===== src/rtl/fci_pkg.sv =====
// ----------------------------------------------------------------------------
// Fan curve interpolator package
// Shared constants, types and a helper function for the fan curve blocks.
// ----------------------------------------------------------------------------
package fci_pkg;

    // Curve and sample format.
    localparam int CURVE_POINTS       = 9;
    localparam int MAX_POINTS         = 9;
    localparam int TEMP_FRACTION_BITS = 4;
    localparam int TEMP_W             = 13;
    localparam int PT_W               = 8;
    localparam int PCT_W              = 7;
    localparam int DUTY_W             = 8;
    localparam int SEG_W              = 4;
    localparam int PCT_MAX            = 100;

    // Configuration port.
    localparam int CFG_W     = 40;
    localparam int CFG_IDX_W = 2;
    localparam int LOW_W     = 40;
    localparam int HIGH_W    = 32;

    // Arithmetic widths of the interpolation path.
    localparam int DEN_W = PT_W + TEMP_FRACTION_BITS;
    localparam int V_W   = DEN_W + PT_W;
    localparam int DIFF_W = PT_W + 1;
    localparam int P1_W  = PT_W + DEN_W;
    localparam int P2_W  = DEN_W + 1 + DIFF_W;
    localparam int QUO_W = PT_W;
    localparam int THR_W = PT_W + TEMP_FRACTION_BITS + 1;
    localparam int CMP_W = ((THR_W > TEMP_W) ? THR_W : TEMP_W) + 1;

    // Duty = pct*255/100 done as pct * (255*5243) >> 19, exact for pct <= 100.
    localparam int PWM_MUL   = 1336965;
    localparam int PWM_SHIFT = 19;
    localparam int PROD_W    = 28;

    // Job queue between the front and back parts.
    localparam int Q_DEPTH = 4;
    localparam int Q_PTR_W = 2;
    localparam int Q_CNT_W = 3;

    // Configuration register indexes.
    typedef enum logic [CFG_IDX_W-1:0] {
        REG_TEMPS_LOW  = 2'd0,
        REG_TEMPS_HIGH = 2'd1,
        REG_PCTS_LOW   = 2'd2,
        REG_PCTS_HIGH  = 2'd3
    } t_reg_idx;

    // One classified item, as handed from the front to the back part.
    typedef struct packed {
        logic                     interp;
        logic [PCT_W-1:0]         pct;
        logic [SEG_W-1:0]         seg;
        logic [PT_W-1:0]          prev_p;
        logic signed [DIFF_W-1:0] diff;
        logic [DEN_W-1:0]         num;
        logic [DEN_W-1:0]         den;
    } t_job;

    // Queue status seen by the back part.
    typedef struct packed {
        logic full;
        logic empty;
    } t_qstat;

    // Saturate a percentage to 100.
    function automatic logic [PCT_W-1:0] sat100(input logic [PT_W-1:0] v);
        logic [PCT_W-1:0] r;
        if (v > PT_W'(PCT_MAX)) begin
            r = PCT_W'(PCT_MAX);
        end else begin
            r = v[PCT_W-1:0];
        end
        return r;
    endfunction

endpackage


===== src/rtl/fan_curve_interpolator.sv =====
// An accepted item passes two product/sum stages, eight division stages and
// the output register. Throughput: one item per cycle while the output is
// not stalled; the one-bit-per-stage divider is pipelined.
// Reset: synchronous, active low; clears the queue, all valid bits and the
// curve registers to zero. No clearing pass is needed.
// ----------------------------------------------------------------------------
// Fan curve interpolator
// Maps a temperature sample to a fan percentage and PWM duty through a
// configured piecewise linear curve.
// ----------------------------------------------------------------------------
module fan_curve_interpolator
    import fci_pkg::*;
(
    input  logic                      i_clk,
    input  logic                      i_rst_n,
    input  logic                      i_cfg_valid,
    output logic                      o_cfg_ready,
    input  logic [CFG_IDX_W-1:0]      i_cfg_index,
    input  logic [CFG_W-1:0]          i_cfg_data,
    input  logic                      i_valid,
    output logic                      o_stall,
    input  logic signed [TEMP_W-1:0]  i_temperature,
    output logic                      o_valid,
    input  logic                      i_stall,
    output logic [PCT_W-1:0]          o_fan_percent,
    output logic [DUTY_W-1:0]         o_pwm_duty,
    output logic [SEG_W-1:0]          o_segment
);

    t_job   front_job;
    t_job   head_job;
    t_qstat qstat;
    logic   pop;

    assign o_cfg_ready = 1'b1;
    assign o_stall     = qstat.full;

    // Classification of each accepted item.
    fci_front u_front (
        .i_clk         (i_clk),
        .i_rst_n       (i_rst_n),
        .i_cfg_valid   (i_cfg_valid),
        .i_cfg_index   (i_cfg_index),
        .i_cfg_data    (i_cfg_data),
        .i_temperature (i_temperature),
        .o_job         (front_job)
    );

    // Queue between classification and arithmetic.
    fci_queue u_queue (
        .i_clk   (i_clk),
        .i_rst_n (i_rst_n),
        .i_push  (i_valid),
        .i_job   (front_job),
        .i_pop   (pop),
        .o_job   (head_job),
        .o_stat  (qstat)
    );

    // Arithmetic pipeline and output register.
    fci_back u_back (
        .i_clk         (i_clk),
        .i_rst_n       (i_rst_n),
        .i_job         (head_job),
        .i_qstat       (qstat),
        .o_pop         (pop),
        .i_stall       (i_stall),
        .o_valid       (o_valid),
        .o_fan_percent (o_fan_percent),
        .o_pwm_duty    (o_pwm_duty),
        .o_segment     (o_segment)
    );

endmodule


===== src/rtl/fci_front.sv =====
// ----------------------------------------------------------------------------
// Fan curve front end
// Holds the curve registers, compares an item against every curve point and
// classifies it into a direct result or an interpolation job.
// ----------------------------------------------------------------------------
module fci_front
    import fci_pkg::*;
(
    input  logic                        i_clk,
    input  logic                        i_rst_n,
    input  logic                        i_cfg_valid,
    input  logic [CFG_IDX_W-1:0]        i_cfg_index,
    input  logic [CFG_W-1:0]            i_cfg_data,
    input  logic signed [TEMP_W-1:0]    i_temperature,
    output t_job                        o_job
);

    logic [LOW_W-1:0]  r_temps_low;
    logic [HIGH_W-1:0] r_temps_high;
    logic [LOW_W-1:0]  r_pcts_low;
    logic [HIGH_W-1:0] r_pcts_high;

    logic [LOW_W+HIGH_W-1:0] temps_all;
    logic [LOW_W+HIGH_W-1:0] pcts_all;
    logic [PT_W-1:0]         pt_t [MAX_POINTS];
    logic [PT_W-1:0]         pt_p [MAX_POINTS];
    logic [CURVE_POINTS-1:0] hit;
    logic [CMP_W-1:0]        sample_ext;

    logic                    found;
    logic                    first;
    logic [SEG_W-1:0]        sel;
    logic [PT_W-1:0]         cur_t;
    logic [PT_W-1:0]         cur_p;
    logic [PT_W-1:0]         prev_t;
    logic [PT_W-1:0]         prev_p;
    logic [CMP_W-1:0]        num_full;
    logic [PT_W-1:0]         t_span;

    // Curve register writes; the port is always ready.
    always_ff @(posedge i_clk) begin
        if (!i_rst_n) begin
            r_temps_low  <= '0;
            r_temps_high <= '0;
            r_pcts_low   <= '0;
            r_pcts_high  <= '0;
        end else if (i_cfg_valid) begin
            case (t_reg_idx'(i_cfg_index))
                REG_TEMPS_LOW:  r_temps_low  <= i_cfg_data[LOW_W-1:0];
                REG_TEMPS_HIGH: r_temps_high <= i_cfg_data[HIGH_W-1:0];
                REG_PCTS_LOW:   r_pcts_low   <= i_cfg_data[LOW_W-1:0];
                REG_PCTS_HIGH:  r_pcts_high  <= i_cfg_data[HIGH_W-1:0];
                default: ;
            endcase
        end
    end

    // Unpack the points and compare the sample against each threshold.
    assign temps_all  = {r_temps_high, r_temps_low};
    assign pcts_all   = {r_pcts_high, r_pcts_low};
    assign sample_ext = {{(CMP_W-TEMP_W){i_temperature[TEMP_W-1]}}, i_temperature};

    always_comb begin
        for (int i = 0; i < MAX_POINTS; i++) begin
            pt_t[i] = temps_all[PT_W*i +: PT_W];
            pt_p[i] = pcts_all[PT_W*i +: PT_W];
        end
        for (int i = 0; i < CURVE_POINTS; i++) begin
            hit[i] = $signed(sample_ext)
                     <= $signed(CMP_W'(pt_t[i]) << TEMP_FRACTION_BITS);
        end
    end

    // Pick the first point at or above the sample, with its predecessor.
    always_comb begin
        found  = 1'b0;
        first  = 1'b0;
        sel    = SEG_W'(CURVE_POINTS);
        cur_t  = '0;
        cur_p  = pt_p[CURVE_POINTS-1];
        prev_t = '0;
        prev_p = '0;
        for (int i = CURVE_POINTS - 1; i >= 0; i--) begin
            if (hit[i]) begin
                found = 1'b1;
                sel   = SEG_W'(i);
                cur_t = pt_t[i];
                cur_p = pt_p[i];
                if (i > 0) begin
                    first  = 1'b0;
                    prev_t = pt_t[i-1];
                    prev_p = pt_p[i-1];
                end else begin
                    first  = 1'b1;
                    prev_t = '0;
                    prev_p = '0;
                end
            end
        end
    end

    // Build the job: offsets and span in sample units, percentage step.
    assign num_full = sample_ext - (CMP_W'(prev_t) << TEMP_FRACTION_BITS);
    assign t_span   = cur_t - prev_t;

    always_comb begin
        o_job.seg    = sel;
        o_job.prev_p = prev_p;
        o_job.diff   = $signed({1'b0, cur_p}) - $signed({1'b0, prev_p});
        o_job.num    = num_full[DEN_W-1:0];
        o_job.den    = DEN_W'(t_span) << TEMP_FRACTION_BITS;
        o_job.interp = found && !first && (cur_p < PT_W'(PCT_MAX));
        if (found && first) begin
            o_job.pct = sat100(cur_p);
        end else begin
            // Above the last point, or a saturated point; interpolation
            // results replace this value in the back part.
            o_job.pct = sat100(cur_p);
        end
    end

endmodule


===== src/rtl/fci_queue.sv =====
// ----------------------------------------------------------------------------
// Fan curve job queue
// Small FIFO that decouples the front end from the arithmetic pipeline.
// ----------------------------------------------------------------------------
module fci_queue
    import fci_pkg::*;
(
    input  logic   i_clk,
    input  logic   i_rst_n,
    input  logic   i_push,
    input  t_job   i_job,
    input  logic   i_pop,
    output t_job   o_job,
    output t_qstat o_stat
);

    t_job               r_mem [Q_DEPTH];
    logic [Q_PTR_W-1:0] r_wr_ptr;
    logic [Q_PTR_W-1:0] r_rd_ptr;
    logic [Q_CNT_W-1:0] r_count;
    logic               do_push;
    logic               do_pop;

    assign o_stat.full  = (r_count == Q_CNT_W'(Q_DEPTH));
    assign o_stat.empty = (r_count == '0);
    assign do_push      = i_push && !o_stat.full;
    assign do_pop       = i_pop && !o_stat.empty;
    assign o_job        = r_mem[r_rd_ptr];

    // Storage for queued items.
    always_ff @(posedge i_clk) begin
        if (do_push) begin
            r_mem[r_wr_ptr] <= i_job;
        end
    end

    // Pointers and fill level.
    always_ff @(posedge i_clk) begin
        if (!i_rst_n) begin
            r_wr_ptr <= '0;
            r_rd_ptr <= '0;
            r_count  <= '0;
        end else begin
            if (do_push) begin
                r_wr_ptr <= r_wr_ptr + 1'b1;
            end
            if (do_pop) begin
                r_rd_ptr <= r_rd_ptr + 1'b1;
            end
            case ({do_push, do_pop})
                2'b10:   r_count <= r_count + 1'b1;
                2'b01:   r_count <= r_count - 1'b1;
                default: r_count <= r_count;
            endcase
        end
    end

endmodule


===== src/rtl/fci_back.sv =====
// ----------------------------------------------------------------------------
// Fan curve arithmetic pipeline
// Multiplies, sums and divides an interpolation job one quotient bit per
// stage, then saturates and forms the PWM duty in the output register.
// ----------------------------------------------------------------------------
module fci_back
    import fci_pkg::*;
(
    input  logic               i_clk,
    input  logic               i_rst_n,
    input  t_job               i_job,
    input  t_qstat             i_qstat,
    output logic               o_pop,
    input  logic               i_stall,
    output logic               o_valid,
    output logic [PCT_W-1:0]   o_fan_percent,
    output logic [DUTY_W-1:0]  o_pwm_duty,
    output logic [SEG_W-1:0]   o_segment
);

    typedef struct packed {
        logic                   interp;
        logic [PCT_W-1:0]       pct;
        logic [SEG_W-1:0]       seg;
        logic [DEN_W-1:0]       den;
        logic [P1_W-1:0]        p1;
        logic signed [P2_W-1:0] p2;
    } t_prod;

    typedef struct packed {
        logic             interp;
        logic [PCT_W-1:0] pct;
        logic [SEG_W-1:0] seg;
        logic [DEN_W-1:0] den;
        logic [V_W-1:0]   rem;
        logic [QUO_W-1:0] quo;
    } t_div;

    logic               adv;
    logic               r_s0_valid;
    t_prod              r_s0;
    logic               r_s1_valid;
    t_div               r_s1;
    logic               r_dv_valid [QUO_W];
    t_div               r_dv [QUO_W];
    t_div               w_src [QUO_W];
    t_div               n_dv [QUO_W];
    logic [V_W-1:0]     w_dsh [QUO_W];
    logic signed [P2_W:0] sum;
    logic [PCT_W-1:0]   fin_pct;
    t_div               last;

    logic               r_out_valid;
    logic [PCT_W-1:0]   r_out_pct;
    logic [SEG_W-1:0]   r_out_seg;
    logic [PROD_W-1:0]  r_out_prod;

    // The whole pipeline moves while the output register can take an item.
    assign adv   = !r_out_valid || !i_stall;
    assign o_pop = adv && !i_qstat.empty;

    // Valid bits.
    always_ff @(posedge i_clk) begin
        if (!i_rst_n) begin
            r_s0_valid  <= 1'b0;
            r_s1_valid  <= 1'b0;
            r_out_valid <= 1'b0;
            for (int k = 0; k < QUO_W; k++) begin
                r_dv_valid[k] <= 1'b0;
            end
        end else if (adv) begin
            r_s0_valid    <= !i_qstat.empty;
            r_s1_valid    <= r_s0_valid;
            r_dv_valid[0] <= r_s1_valid;
            for (int k = 1; k < QUO_W; k++) begin
                r_dv_valid[k] <= r_dv_valid[k-1];
            end
            r_out_valid <= r_dv_valid[QUO_W-1];
        end
    end

    // Stage 0: the two partial products of the interpolation numerator.
    always_ff @(posedge i_clk) begin
        if (adv) begin
            r_s0.interp <= i_job.interp;
            r_s0.pct    <= i_job.pct;
            r_s0.seg    <= i_job.seg;
            r_s0.den    <= i_job.den;
            r_s0.p1     <= P1_W'(i_job.prev_p) * P1_W'(i_job.den);
            r_s0.p2     <= $signed(P2_W'({1'b0, i_job.num}))
                           * $signed({{(P2_W-DIFF_W){i_job.diff[DIFF_W-1]}}, i_job.diff});
        end
    end

    // Stage 1: numerator sum, which is never negative for a real job.
    assign sum = $signed((P2_W+1)'(r_s0.p1)) + $signed({r_s0.p2[P2_W-1], r_s0.p2});

    always_ff @(posedge i_clk) begin
        if (adv) begin
            r_s1.interp <= r_s0.interp;
            r_s1.pct    <= r_s0.pct;
            r_s1.seg    <= r_s0.seg;
            r_s1.den    <= r_s0.den;
            r_s1.rem    <= sum[V_W-1:0];
            r_s1.quo    <= '0;
        end
    end

    // Restoring division, most significant quotient bit first.
    always_comb begin
        w_src[0] = r_s1;
        for (int k = 1; k < QUO_W; k++) begin
            w_src[k] = r_dv[k-1];
        end
        for (int k = 0; k < QUO_W; k++) begin
            w_dsh[k] = V_W'(w_src[k].den) << (QUO_W - 1 - k);
            n_dv[k]  = w_src[k];
            if (w_src[k].rem >= w_dsh[k]) begin
                n_dv[k].rem = w_src[k].rem - w_dsh[k];
                n_dv[k].quo[QUO_W-1-k] = 1'b1;
            end
        end
    end

    always_ff @(posedge i_clk) begin
        if (adv) begin
            for (int k = 0; k < QUO_W; k++) begin
                r_dv[k] <= n_dv[k];
            end
        end
    end

    // Output register: pick the result and scale it to a duty value.
    assign last    = r_dv[QUO_W-1];
    assign fin_pct = last.interp ? sat100(last.quo) : last.pct;

    always_ff @(posedge i_clk) begin
        if (adv) begin
            r_out_pct  <= fin_pct;
            r_out_seg  <= last.seg;
            r_out_prod <= PROD_W'(fin_pct) * PROD_W'(PWM_MUL);
        end
    end

    assign o_valid       = r_out_valid;
    assign o_fan_percent = r_out_pct;
    assign o_segment     = r_out_seg;
    assign o_pwm_duty    = r_out_prod[PWM_SHIFT +: DUTY_W];

endmodule


===== config.mk =====
export PLATFORM = sky130hd
export DESIGN_NAME = fan_curve_interpolator
export DESIGN_NICKNAME = d
export VERILOG_FILES = /design/src/rtl/fci_pkg.sv /design/src/rtl/fan_curve_interpolator.sv /design/src/rtl/fci_front.sv /design/src/rtl/fci_queue.sv /design/src/rtl/fci_back.sv
export SDC_FILE = /design/constraint.sdc
export NUM_CORES = 2
export LEC_CHECK = 0
export ABC_AREA = 1
export CORE_MARGIN = 2
export CORE_UTILIZATION = 30
export CTS_BUF_LIST = sky130_fd_sc_hd__clkbuf_2
export DETAILED_ROUTE_END_ITERATION = 8
export DONT_BUFFER_PORTS = 1
export HOLD_SLACK_MARGIN = 0.12
export PLACE_DENSITY = 0.52
export SLEW_MARGIN = 20
export SYNTH_ARGS = -nofsm -noshare
export SYNTH_HDL_FRONTEND = slang
export SYNTH_SLANG_ARGS = --single-unit

===== constraint.sdc =====
create_clock -name i_clk -period 11.3 [get_ports i_clk]
set_input_delay 0.565 -clock i_clk [delete_from_list [all_inputs] [get_ports i_clk]]
set_output_delay 0.565 -clock i_clk [all_outputs]
set_load 0.05 [all_outputs]

==> out/results.txt <==
core area - 144000 sq um
vias post-DR - 31583
failing checks - DRC
Die Height - 384 um
H-Tree Depth - 4
GPL Wtd Cong - 0.850
Initial Utilization - 30.2%
First DRT Iteration DRCs - 2185
reg2reg setup slack - 4400 ps
Crit Path Class - flip-flop to flip-flop
clock latency on the worst-skew pair - 1710 ps
reg-to-reg endpoint - u_back.r_s0[18]$_DFFE_PN_
post-layout util - 34.7%
clock slew at reported path FFs - 100 ps
Yosys Warn Count - 0
WL final - 109000 um
Seq/Total Area, Yosys - 51.8%
Critical Path Fanout Max - 37
worst r2r path cells - 21
TritonCTS buffer count - 205
number of flops mapped to enable cells by yosys - 642
Residual DRC - 6
final hold vios - 0
Post-synth ARST share - 0%
crit end category - flip-flop
Post-Synthesis Net Count - 4784
Horiz. Die Dim - 384 um
number of global-route vias before repair - 31888
status - finished, violations left
worst-case clock buffer depth - 3
RSZ-0062 raised after global routing - false
drt pass-1 iters - 9
Hold WC Path Type - input pin to flip-flop
share of cells above drive strength 1 - 8.46%
DR WL/cell - 16.4 um
maximum operating frequency - 145 MHz
Avg Cell Area, Syn - 10.2 sq um
post-route ant nets - 0
fin crit period - 6900 ps
final slew viol count - 0
Area Growth Syn to Fin - 14.8%
die area - 148000 sq um
DP Wirelength - 72200 um
Clock Skew - 265 ps
vias per inst - 4.73
clk sinks - 803
fin crit share - 61.1%
Root Driver - clkbuf_2
antenna violations before repair - 6
CP startpoint kind - flip-flop
final setup margin - 4400 ps
pin count of the biggest net entering global routing - 176
first-pass GRT wire length - 172000 um
Final #Nets - 5115
# rows - 139
Post-Synthesis Cell Area - 43400 sq um
setup TNS - 0 ps
Slew headroom - 28.6%
flops & latches, synth - 803
Worst Path Arrival - 8160 ps
GRT Util Overall - 14.8%
max-cap violations - 0
ys flop type - edfxtp_1
Placement Setup Slack - 4360 ps
Req. time, crit path - 12560 ps
CTS tree - yes
Slew @ Worst Pin - 1070 ps
I/O pin total - 82
GRT Residual Overflow - 0
CP Capture Point - u_back.r_s0[18]$_DFFE_PN_
buffers added on ports - 0
Post-CTS Setup Inserts - 0
Synth Instances - 4273
synth unique cells - 62
endpoints failing setup - 0
==> registers in the layout, summed over array words and instances, names as in the netlist, 3 cells and up, named ones only <==
name                  flops
u_back.o_segment          4
u_back.o_fan_percent      5
u_back.n_dv              20
u_front.r_pcts_low       40
u_front.r_pcts_high      32
u_queue.r_count           3
u_front.r_temps_low      40
u_queue.r_mem           196
u_back.r_out_prod        10
u_back.r_dv_valid         8
u_front.r_temps_high     32
u_back.r_s0              56
u_back.r_dv             328
u_back.r_s1              20
==> repair_timing <==
item / CTS / global route
hold buffers: 242 / 0
endpoints found under the hold margin: 908 / 0
gates resized for setup: 0 / 0
==> placed cells by master (no fill, tap or decap), types with 9 or more instances in the layout <==
| cell type | synthesis | routed |
|---|---|---|
| o21ai_1 | 18 | 19 |
| o21bai_1 | 13 | 13 |
| nand3_1 | 80 | 79 |
| o21ai_0 | 301 | 300 |
| clkinv_2 | 0 | 10 |
| xnor2_1 | 33 | 33 |
| clkinv_1 | 4 | 50 |
| o211ai_1 | 9 | 9 |
| nand4_1 | 26 | 26 |
| clkbuf_2 | 0 | 294 |
| xor2_1 | 95 | 95 |
| fa_1 | 132 | 132 |
| dfxtp_1 | 161 | 160 |
| nor2_1 | 293 | 289 |
| edfxtp_1 | 642 | 642 |
| buf_4 | 4 | 22 |
| nand3b_1 | 18 | 18 |
| dlygate4sd3_1 | 0 | 239 |
| or2_2 | 11 | 11 |
| a21oi_1 | 487 | 487 |
| nor4_1 | 23 | 23 |
| a31oi_1 | 9 | 9 |
| a32oi_1 | 35 | 35 |
| nor3_1 | 27 | 26 |
| ha_1 | 319 | 319 |
| o221ai_1 | 27 | 27 |
| inv_1 | 578 | 577 |
| nand2_1 | 685 | 683 |
| o22ai_1 | 21 | 21 |
==> stage by stage <==
stage	cells	area, sq um	hold slack (ps)
finish	6675	49800	346
global route	6673	49800	236
CTS	6667	49800	125
detailed placement	6057	45400	405
global placement	6057	45400	400
floorplan	4273	43400	400
==> worst max-delay path, stage by stage (launching register included) <==
cell,delay [ps]
dfxtp_1,770
inv_2,460
a32oi_1,910
nand2_1,180
fa_1,560
inv_1,50
fa_1,540
fa_1,440
fa_1,520
fa_1,490
ha_1,360
nand2_1,60
o21ai_0,290
a21oi_1,120
o21bai_1,200
a21oi_1,100
o21bai_1,200
nand3_1,90
nand2_1,100
nand2_1,70
nand3_1,70
nand2_1,50
==> layer usage <==
metal,up-vias,share of wire (%),track usage (%)
met5,-,0.012,0
met4,2,4.1,7.54
li1,15441,-,-
met2,933,47,24.5
met1,14896,43,18.4
met3,311,5.9,2.68
==> synthesized netlist by cell type (all sizes together) (33+ instances only) <==
master	count	area, sq um
nor2	295	1120
nand2	688	2590
xnor2	33	289
nand3	90	538
buf	45	254
edfxtp	642	19300
fa	132	2640
xor2	95	832
dfxtp	161	3220
o21ai	319	1600
ha	319	3990
a21oi	491	2480
inv	585	2200
clkbuf	97	364
a32oi	35	307
==> layout make-up <==
class / count / area (sq um)
Antenna cell: 7 / 17.5
Clock buffer: 294 / 1470
Clock inverter: 74 / 462
Fill cell: 14601 / 93800
Inverter: 589 / 2210
Multi-Input combinational cell: 2739 / 18100
Sequential cell: 803 / 22500
Tap cell: 1903 / 2380
Timing Repair Buffer: 266 / 2660
==> cells by family after synthesis <==
group,after synthesis,share of synthesized area (%)
compound gates,964,12.2
xor+xnor,128,2.58
fa+ha+maj,451,15.3
buf+inv,731,6.52
flops,803,51.8
other cells,1,0.00864
simple gates,1195,11.6
==> worst min path at each step <==
stage | start | cells past startpoint | slack [ps] | endpoint
3_3_place_gp | u_back.r_dv[0][198]$_DFFE_PN_ | 0 | 400 | u_back.r_dv[1][42]$_DFFE_PN_
2_1_floorplan | u_back.r_s0[46]$_DFFE_PN_ | 0 | 400 | u_back.n_dv[396]$_DFFE_PN_
6_report | i_stall | 2 | 350 | u_back.r_s0[56]$_DFFE_PN_
4_1_cts | i_cfg_data[35] | 4 | 130 | u_front.r_temps_low[35]$_SDFFE_PN0P_
3_5_place_dp | u_back.r_s0[48]$_DFFE_PN_ | 0 | 400 | u_back.n_dv[398]$_DFFE_PN_
5_1_grt | i_temperature[10] | 3 | 240 | u_queue.r_mem[1][18]$_DFFE_PP_
Power is left out: the tool's default activity adds up to more than one toggle a clock period on the data nets, which glitch-free logic cannot reach.
